[config.mk]
export PLATFORM = sky130hd
export DESIGN_NAME = hamming_encode_and_correct_core
export DESIGN_NICKNAME = d
export VERILOG_FILES = /design/src/sv/hec_pkg.sv /design/src/sv/hec_cfg.sv /design/src/sv/hec_place.sv /design/src/sv/hec_synd.sv /design/src/sv/hec_fix.sv /design/src/sv/hamming_encode_and_correct_core.sv
export VERILOG_INCLUDE_DIRS = /design/src /design/src/sv
export SDC_FILE = /design/constraint.sdc
export NUM_CORES = 1
export LEC_CHECK = 0
export BUFFER_PORTS_ARGS = -buffer_cell sky130_fd_sc_hd__buf_2
export CORE_ASPECT_RATIO = 0.7
export CORE_UTILIZATION = 45
export CTS_CLUSTER_DIAMETER = 60
export DETAILED_ROUTE_END_ITERATION = 16
export GPL_ROUTABILITY_DRIVEN = 0
export RECOVER_POWER = 50
export SLEW_MARGIN = 10
export SYNTH_ARGS = -nofsm -noshare
export SYNTH_HDL_FRONTEND = slang
export SYNTH_SLANG_ARGS = --single-unit
[constraint.sdc]
create_clock -name clk_i -period 17.8 [get_ports clk_i]
set_clock_uncertainty 0.1 [all_clocks]
set_input_delay 1.78 -clock clk_i [delete_from_list [all_inputs] [get_ports clk_i]]
set_output_delay 1.78 -clock clk_i [all_outputs]
set_load 0.03 [all_outputs]
[src/sv/hamming_encode_and_correct_core_assert.svh]
// assertion macros for the hamming codec, empty when SYNTH is defined
`ifndef HAMMING_ENCODE_AND_CORRECT_CORE_ASSERT_SVH
`define HAMMING_ENCODE_AND_CORRECT_CORE_ASSERT_SVH
`ifndef SYNTH
// same-cycle implication, checked out of reset
`define HEC_ASSERT_IMP(lbl, clk, rst_n, ante, cons) \
  lbl: assert property (@(posedge clk) disable iff (!rst_n) (ante) |-> (cons)) \
    else $error("hec assertion failed");
// next-cycle implication, checked out of reset
`define HEC_ASSERT_NXT(lbl, clk, rst_n, ante, cons) \
  lbl: assert property (@(posedge clk) disable iff (!rst_n) (ante) |=> (cons)) \
    else $error("hec assertion failed");
`else
`define HEC_ASSERT_IMP(lbl, clk, rst_n, ante, cons)
`define HEC_ASSERT_NXT(lbl, clk, rst_n, ante, cons)
`endif
`endif

[src/sv/hec_pkg.sv]
// shared types, constants and bit functions of the hamming codec
`timescale 1ns / 1ps
`default_nettype none

package hec_pkg;

  localparam int MaxCodeBits = 63;
  localparam int PosW        = 6;
  localparam int CfgW        = 6;

  typedef enum logic {
    REQ_ENCODE = 1'b0,
    REQ_CHECK  = 1'b1
  } req_e;

  typedef enum logic [1:0] {
    ST_OK        = 2'd0,
    ST_CORRECTED = 2'd1,
    ST_BEYOND    = 2'd2
  } status_e;

  // derived code geometry, static between configuration writes
  typedef struct packed {
    logic [PosW-1:0]        n;
    logic [MaxCodeBits-1:0] mask;
  } cfg_t;

  // after placement: word masked to the code length
  typedef struct packed {
    req_e                   req;
    logic [MaxCodeBits-1:0] word;
  } s1_t;

  // after parity trees
  typedef struct packed {
    req_e                   req;
    logic [MaxCodeBits-1:0] word;
    logic [PosW-1:0]        synd;
  } s2_t;

  // result transfer
  typedef struct packed {
    logic [MaxCodeBits-1:0] word;
    logic [PosW-1:0]        err;
    status_e                status;
  } s3_t;

  // smallest p with 2^p >= d + p + 1; 7 when no p up to 6 fits
  function automatic logic [2:0] hec_parity_count(input logic [CfgW-1:0] d);
    logic [2:0] p;
    p = 3'd7;
    for (int i = 6; i >= 0; i--) begin
      if ((8'd1 << i) >= (8'(d) + 8'(i) + 8'd1)) p = 3'(i);
    end
    return p;
  endfunction

  // largest data length whose code still fits
  function automatic int hec_max_data();
    int best;
    best = 1;
    for (int d = 1; d < (1 << CfgW); d++) begin
      if (d + int'(hec_parity_count(CfgW'(d))) <= MaxCodeBits) best = d;
    end
    return best;
  endfunction

  localparam int MaxDataBits   = hec_max_data();
  localparam int ResetDataBits = 4;

  // code length for a raw data length, with zero and overlong values clamped
  function automatic logic [PosW-1:0] hec_code_bits(input logic [CfgW-1:0] d_raw);
    logic [CfgW-1:0] d;
    d = d_raw;
    if (d == '0) d = CfgW'(1);
    else if (d > CfgW'(MaxDataBits)) d = CfgW'(MaxDataBits);
    return PosW'(d + CfgW'(hec_parity_count(d)));
  endfunction

  // ones below position n
  function automatic logic [MaxCodeBits-1:0] hec_low_mask(input logic [PosW-1:0] n);
    logic [MaxCodeBits-1:0] m;
    for (int k = 0; k < MaxCodeBits; k++) m[k] = (PosW'(k) < n);
    return m;
  endfunction

  localparam logic [PosW-1:0]        ResetCodeBits = hec_code_bits(CfgW'(ResetDataBits));
  localparam logic [MaxCodeBits-1:0] ResetMask     = hec_low_mask(ResetCodeBits);

  // data bit j goes to the j-th position that is not a power of two
  function automatic logic [MaxCodeBits-1:0] hec_scatter(
    input logic [MaxCodeBits-1:0] data
  );
    logic [MaxCodeBits-1:0] w;
    int j;
    w = '0;
    j = 0;
    for (int k = 0; k < MaxCodeBits; k++) begin
      if ((((k + 1) & k)) != 0) begin
        w[k] = data[j];
        j++;
      end
    end
    return w;
  endfunction

  // xor of the 1-based positions of all set bits
  function automatic logic [PosW-1:0] hec_syndrome(input logic [MaxCodeBits-1:0] w);
    logic [PosW-1:0] s;
    s = '0;
    for (int k = 0; k < MaxCodeBits; k++) begin
      if (w[k]) s = s ^ PosW'(k + 1);
    end
    return s;
  endfunction

endpackage

`default_nettype wire

[src/sv/hec_cfg.sv]
// data length register, kept as code length and position mask
`timescale 1ns / 1ps
`default_nettype none

module hec_cfg
  import hec_pkg::*;
(
  input  wire logic            clk_i,
  input  wire logic            rst_ni,
  input  wire logic            cfg_we_i,
  input  wire logic [CfgW-1:0] cfg_wdata_i,
  output cfg_t                 cfg_o
);

  logic [PosW-1:0]        n_q, n_d;
  logic [MaxCodeBits-1:0] mask_q, mask_d;

  // geometry follows from the written length at write time
  always_comb begin
    n_d    = hec_code_bits(cfg_wdata_i);
    mask_d = hec_low_mask(n_d);
  end

  always_ff @(posedge clk_i or negedge rst_ni) begin
    if (!rst_ni) begin
      n_q    <= ResetCodeBits;
      mask_q <= ResetMask;
    end else if (cfg_we_i) begin
      n_q    <= n_d;
      mask_q <= mask_d;
    end
  end

  assign cfg_o.n    = n_q;
  assign cfg_o.mask = mask_q;

endmodule

`default_nettype wire

[src/sv/hec_place.sv]
// first stage: data placement for encode, length mask for both requests
`timescale 1ns / 1ps
`default_nettype none

module hec_place
  import hec_pkg::*;
(
  input  wire logic                   clk_i,
  input  wire logic                   rst_ni,
  input  wire cfg_t                   cfg_i,
  input  wire logic                   valid_i,
  output logic                        ready_o,
  input  wire logic                   req_type_i,
  input  wire logic [MaxCodeBits-1:0] payload_i,
  output logic                        valid_o,
  input  wire logic                   ready_i,
  output s1_t                         data_o
);

  logic valid_q;
  s1_t  data_q, data_d;

  // stage moves when empty or when the next one takes its item
  assign ready_o = !valid_q || ready_i;

  // placed positions beyond the length carry only ignored data bits
  always_comb begin
    data_d.req = req_e'(req_type_i);
    if (data_d.req == REQ_ENCODE) data_d.word = hec_scatter(payload_i) & cfg_i.mask;
    else data_d.word = payload_i & cfg_i.mask;
  end

  always_ff @(posedge clk_i or negedge rst_ni) begin
    if (!rst_ni) begin
      valid_q <= 1'b0;
    end else if (ready_o) begin
      valid_q <= valid_i;
    end
  end

  always_ff @(posedge clk_i) begin
    if (ready_o && valid_i) begin
      data_q <= data_d;
    end
  end

  assign valid_o = valid_q;
  assign data_o  = data_q;

endmodule

`default_nettype wire

[src/sv/hec_synd.sv]
// second stage: six parity trees forming the syndrome
`timescale 1ns / 1ps
`default_nettype none

module hec_synd
  import hec_pkg::*;
(
  input  wire logic clk_i,
  input  wire logic rst_ni,
  input  wire logic valid_i,
  output logic      ready_o,
  input  wire s1_t  data_i,
  output logic      valid_o,
  input  wire logic ready_i,
  output s2_t       data_o
);

  logic valid_q;
  s2_t  data_q, data_d;

  assign ready_o = !valid_q || ready_i;

  // parity of each position bit over the masked word
  always_comb begin
    data_d.req  = data_i.req;
    data_d.word = data_i.word;
    data_d.synd = hec_syndrome(data_i.word);
  end

  always_ff @(posedge clk_i or negedge rst_ni) begin
    if (!rst_ni) begin
      valid_q <= 1'b0;
    end else if (ready_o) begin
      valid_q <= valid_i;
    end
  end

  always_ff @(posedge clk_i) begin
    if (ready_o && valid_i) begin
      data_q <= data_d;
    end
  end

  assign valid_o = valid_q;
  assign data_o  = data_q;

endmodule

`default_nettype wire

[src/sv/hec_fix.sv]
// third stage: parity insertion or single-bit correction into the output register
`timescale 1ns / 1ps
`default_nettype none
`include "hamming_encode_and_correct_core_assert.svh"

module hec_fix
  import hec_pkg::*;
(
  input  wire logic clk_i,
  input  wire logic rst_ni,
  input  wire cfg_t cfg_i,
  input  wire logic valid_i,
  output logic      ready_o,
  input  wire s2_t  data_i,
  output logic      valid_o,
  input  wire logic ready_i,
  output s3_t       data_o
);

  logic                   valid_q;
  s3_t                    data_q, data_d;
  logic [MaxCodeBits-1:0] word;

  assign ready_o = !valid_q || ready_i;

  // encode sets parity from the syndrome; check flips the flagged bit within length
  always_comb begin
    word          = data_i.word;
    data_d.err    = '0;
    data_d.status = ST_OK;
    if (data_i.req == REQ_ENCODE) begin
      for (int i = 0; i < PosW; i++) begin
        if (data_i.synd[i]) word[PosW'((1 << i) - 1)] = 1'b1;
      end
    end else begin
      data_d.err = data_i.synd;
      if (data_i.synd == '0) begin
        data_d.status = ST_OK;
      end else if (data_i.synd <= cfg_i.n) begin
        word[PosW'(data_i.synd - PosW'(1))] = ~word[PosW'(data_i.synd - PosW'(1))];
        data_d.status = ST_CORRECTED;
      end else begin
        data_d.status = ST_BEYOND;
      end
    end
    data_d.word = word & cfg_i.mask;
  end

  always_ff @(posedge clk_i or negedge rst_ni) begin
    if (!rst_ni) begin
      valid_q <= 1'b0;
    end else if (ready_o) begin
      valid_q <= valid_i;
    end
  end

  always_ff @(posedge clk_i) begin
    if (ready_o && valid_i) begin
      data_q <= data_d;
    end
  end

  assign valid_o = valid_q;
  assign data_o  = data_q;

  // every encoded or repaired word is a clean codeword
  `HEC_ASSERT_IMP(a_clean_word, clk_i, rst_ni,
                  valid_q && (data_q.status != ST_BEYOND),
                  hec_syndrome(data_q.word) == '0)
  // an out-of-range syndrome really lies past the code length
  `HEC_ASSERT_IMP(a_beyond_len, clk_i, rst_ni,
                  valid_q && (data_q.status == ST_BEYOND),
                  data_q.err > cfg_i.n)
  // no bits above the code length leave the block
  `HEC_ASSERT_IMP(a_masked_out, clk_i, rst_ni, valid_q, (data_q.word & ~cfg_i.mask) == '0)

endmodule

`default_nettype wire

[src/sv/hamming_encode_and_correct_core.sv]
// hamming single-error-correcting codec with run-time data length, top level
// each item passes the placement, syndrome and output registers in turn
// throughput: one item per cycle; three register stages, an output stall reaches the input
// only once every stage holds an item
// reset: asynchronous active low, empties the pipeline and sets data length to four
`timescale 1ns / 1ps
`default_nettype none
`include "hamming_encode_and_correct_core_assert.svh"

module hamming_encode_and_correct_core
  import hec_pkg::*;
(
  input  wire logic                   clk_i,
  input  wire logic                   rst_ni,
  input  wire logic                   cfg_we_i,
  input  wire logic [CfgW-1:0]        cfg_wdata_i,
  input  wire logic                   in_valid_i,
  output logic                        in_stall_o,
  input  wire logic                   req_type_i,
  input  wire logic [MaxCodeBits-1:0] payload_i,
  output logic                        out_valid_o,
  input  wire logic                   out_stall_i,
  output logic [MaxCodeBits-1:0]      codeword_o,
  output logic [PosW-1:0]             error_position_o,
  output logic [1:0]                  status_o
);

  cfg_t cfg;
  logic s1_ready, s1_valid, s2_ready, s2_valid, s3_ready;
  s1_t  s1_data;
  s2_t  s2_data;
  s3_t  s3_data;

  // length register
  hec_cfg u_cfg (
    .clk_i       (clk_i),
    .rst_ni      (rst_ni),
    .cfg_we_i    (cfg_we_i),
    .cfg_wdata_i (cfg_wdata_i),
    .cfg_o       (cfg)
  );

  // placement stage
  hec_place u_place (
    .clk_i      (clk_i),
    .rst_ni     (rst_ni),
    .cfg_i      (cfg),
    .valid_i    (in_valid_i),
    .ready_o    (s1_ready),
    .req_type_i (req_type_i),
    .payload_i  (payload_i),
    .valid_o    (s1_valid),
    .ready_i    (s2_ready),
    .data_o     (s1_data)
  );

  // syndrome stage
  hec_synd u_synd (
    .clk_i   (clk_i),
    .rst_ni  (rst_ni),
    .valid_i (s1_valid),
    .ready_o (s2_ready),
    .data_i  (s1_data),
    .valid_o (s2_valid),
    .ready_i (s3_ready),
    .data_o  (s2_data)
  );

  // correction stage and output register
  hec_fix u_fix (
    .clk_i   (clk_i),
    .rst_ni  (rst_ni),
    .cfg_i   (cfg),
    .valid_i (s2_valid),
    .ready_o (s3_ready),
    .data_i  (s2_data),
    .valid_o (out_valid_o),
    .ready_i (!out_stall_i),
    .data_o  (s3_data)
  );

  assign in_stall_o       = !s1_ready;
  assign codeword_o       = s3_data.word;
  assign error_position_o = s3_data.err;
  assign status_o         = s3_data.status;

  // an empty pipeline with no incoming transfer cannot produce a result
  `HEC_ASSERT_NXT(a_no_invent, clk_i, rst_ni,
                  !in_valid_i && !s1_valid && !s2_valid && !out_valid_o,
                  !out_valid_o)
  // results with ok status, encode results among them, report no error position
  `HEC_ASSERT_IMP(a_ok_no_pos, clk_i, rst_ni,
                  out_valid_o && (status_o == ST_OK),
                  error_position_o == '0)
  // a stalled result stays offered and unchanged
  `HEC_ASSERT_NXT(a_out_hold, clk_i, rst_ni, out_valid_o && out_stall_i,
                  out_valid_o && $stable(codeword_o) && $stable(status_o))

endmodule

`default_nettype wire
==> out/qor.csv <==
metric;value;unit
final setup fails;0;
IO Pins;148;
Cell Area, Placed;15800;um^2
largest net degree at the start of global routing;108;
Mapped Area;14700;um^2
max-slew violations;366;
via count;11000;
Yosys cell types;73;
#FFs+latches synth;276;
Max Cap Viol;6;
Worst Setup End Kind;register;
Min-Delay Path Class;register to register;
Area contributors post-synth;edfxtp_1 (42%), dfrtp_1 (10%), xnor2_1 (6.2%), mux2i_1 (4.4%), nor2_1 (2.4%);
Post-CTS Hold Buffers;0;
Clock Power Share;22.8;%
Psw;1040;uW
routing usage on met3;12.4;%
worst vdd ir;0.115;mV
Final Hold Vio Count;0;
Synth top area share;42.0;%
max frequency;0.141;GHz
CP required;18.10;ns
Final period util;39.7;%
root buffer cell;clkbuf_16;
syn nets;1369;
Rows;54;
Initial Util;46.3;%
LEAKAGE;0.00632;uW
total power per unit cell area;153;nW/um^2
Post-DP HPWL;36300;um
cell area after layout;16600;um^2
Total Wirelength;48200;um
Final min period;7.07;ns
die area;33300;um^2
CTS tree;done;
Overall Global Routing Usage;28.7;%
Initial DRC Count;1434;
failing checks;max-capacitance violations, max-slew violations;
Die W;218;um
switching power share of the total;40.9;%
worst slew pin tran;4.53;ns
vias per cell;6.01;
nets;1496;
count leader, synth;edfxtp_1;
WHS;0.371;ns
number of flops mapped to enable cells by yosys;205;
RSZ-0062 raised after global routing;false;
# port buffers;147;
combinational share of power;40.0;%
Remaining DRCs;0;
number of buffers created by CTS;28;
worst-path fanout max;23;
GR Layer Usage met2;38.8;%
grt peak-use layer;met1;
CTS H-tree lvls;1;
Pre-antenna DRT Iters;5;
Async SR Flop Fraction;25.7;%
post-synthesis sequential area ratio;54.2;%
post-synthesis area per instance;11.6;um^2
grt met1 use;42.3;%
# diodes;0;
CORE AREA;31600;um^2
number of global-route vias before repair;10100;
Final ANT Viol Nets;0;
Commonest cells post-synth;edfxtp_1 (205), xnor2_1 (103), nor2_1 (95), o21ai_0 (71), mux2i_1 (65);
CTS max path bufs;3;
internal power;1510;uW
clk slew on worst S/H paths;0.07;ns
area delta synth->final;13.5;%
Slew headroom;-202;%
status;finished, violations left;
crit start category;primary input;
routed len/inst;26.3;um
Setup TNS;0;ns
Post-synth top flop;edfxtp_1;
Synth area leader;edfxtp_1;
die span in y;153;um
first-pass GRT wire length;68700;um
Crit Path Class;primary input to register;
sequential fraction of design power;37.2;%
grt total ovfl;0;
Setup Buffers After CTS;0;
YS warnings;0;
initial antenna violation count;1;
clock sink total;276;
post-synthesis instance total;1266;
Post-CTS Resized;0;
share of post-route cells with drive strength above 1;19.1;%
CP Data Arrival Time;7.37;ns
clk_lat worst skew;0.57;ns
Total Power;2550;uW
## worst paths after layout
check / to / depth (start not counted) / slack, ns / start
min: u_synd.data_o[11] / 0 / 0.37 / u_place.data_o[5]
max reg2reg: u_fix.data_o[14] / 10 / 11.65 / u_synd.data_o[0]
min in group asynchronous: u_cfg.mask_q[29] / 1 / 2.49 / rst_ni
max in group asynchronous: u_cfg.mask_q[25] / 1 / 12.88 / rst_ni
max: u_cfg.mask_q[7] / 19 / 10.73 / cfg_wdata_i[4]
min reg2reg: u_synd.data_o[11] / 0 / 0.37 / u_place.data_o[5]
## flip-flops by register name (all words and copies together) (netlist names)
| name | count |
|---|---|
| u_place.valid_o | 1 |
| u_synd.data_o | 70 |
| u_cfg.mask_q | 63 |
| u_cfg.n_q | 5 |
| u_place.data_o | 64 |
| u_fix.data_o | 71 |
| u_fix.valid_o | 1 |
| u_synd.valid_o | 1 |
## worst max-delay path, stage by stage
cell and delay (ns):
buf_2 0.25, nor4_1 0.65, a211o_1 0.49, ha_1 0.39, nor2b_1 0.10, a211oi_1 0.47
nand4_1 0.18, o21ai_0 0.24, a31oi_1 0.15, a311oi_1 0.23, o22ai_1 0.12, ha_1 0.22
fa_1 0.44, a21o_1 0.18, nand2_1 0.10, xor2_1 0.67, nand2_1 0.37, o21ai_0 0.22
o21ai_0 0.09
## cell families after synthesis
kind of cell	share of synthesized area, %
AND/OR/NAND/NOR	11.6
AO/OA/AOI/OAI	13.4
adder cells (fa/ha/maj)	2.51
flip-flops	54.2
XOR/XNOR	8.21
buffers and inverters	3.35
multiplexers	6.67
## layer usage
layer | vias to the layer above | wire, um
met5 | - | 0
met4 | 0 | 835
met3 | 58 | 7100
met2 | 668 | 19600
met1 | 5361 | 20700
li1 | 4938 | -
## placed cells by master, fill, tap and decap left out, types with 11 or more instances in the layout
| master | synthesis | final |
|---|---|---|
| a211oi_1 | 18 | 18 |
| a21o_1 | 11 | 11 |
| a21oi_1 | 63 | 63 |
| a31oi_1 | 13 | 13 |
| buf_2 | 9 | 144 |
| buf_4 | 3 | 14 |
| clkbuf_16 | 0 | 29 |
| dfrtp_1 | 61 | 61 |
| edfxtp_1 | 205 | 205 |
| ha_1 | 27 | 27 |
| inv_1 | 44 | 44 |
| mux2i_1 | 65 | 65 |
| mux4_2 | 12 | 12 |
| nand2_1 | 55 | 55 |
| nand2b_1 | 11 | 11 |
| nand3_1 | 57 | 57 |
| nor2_1 | 95 | 95 |
| nor2b_1 | 43 | 43 |
| nor3_1 | 30 | 29 |
| o211ai_1 | 26 | 26 |
| o21ai_0 | 71 | 71 |
| o221a_2 | 16 | 16 |
| o311ai_0 | 14 | 14 |
| or3_1 | 11 | 11 |
| xnor2_1 | 103 | 103 |
| xor2_1 | 30 | 30 |
## cell type report
cell class	instances	area (um^2)
fill	2852	15000
sequential	276	7950
multi-input combinational	876	6240
timing repair buffer	165	852
clock buffer	32	737
tap	420	526
inverter	46	173
clock inverter	20	158
## metrics by stage
stage	utilization, %	cells	setup WS [ns]
5_1_grt	52.6	1835	10.25
3_3_place_gp	49.8	1783	10.53
2_1_floorplan	-	1266	10.17
6_report	52.6	1835	10.73
3_5_place_dp	49.8	1783	10.31
4_1_cts	52.7	1835	10.85
## power groups by stage
stage / registers [uW] / logic (uW) / clock network [uW]
5_1_grt: 956 / 1070 / 609
6_report: 949 / 1020 / 582
4_1_cts: 937 / 994 / 586
2_1_floorplan: 943 / 698 / 0
3_3_place_gp: 949 / 981 / 0
3_5_place_dp: 950 / 990 / 0
(Power assumes the default switching activity.)
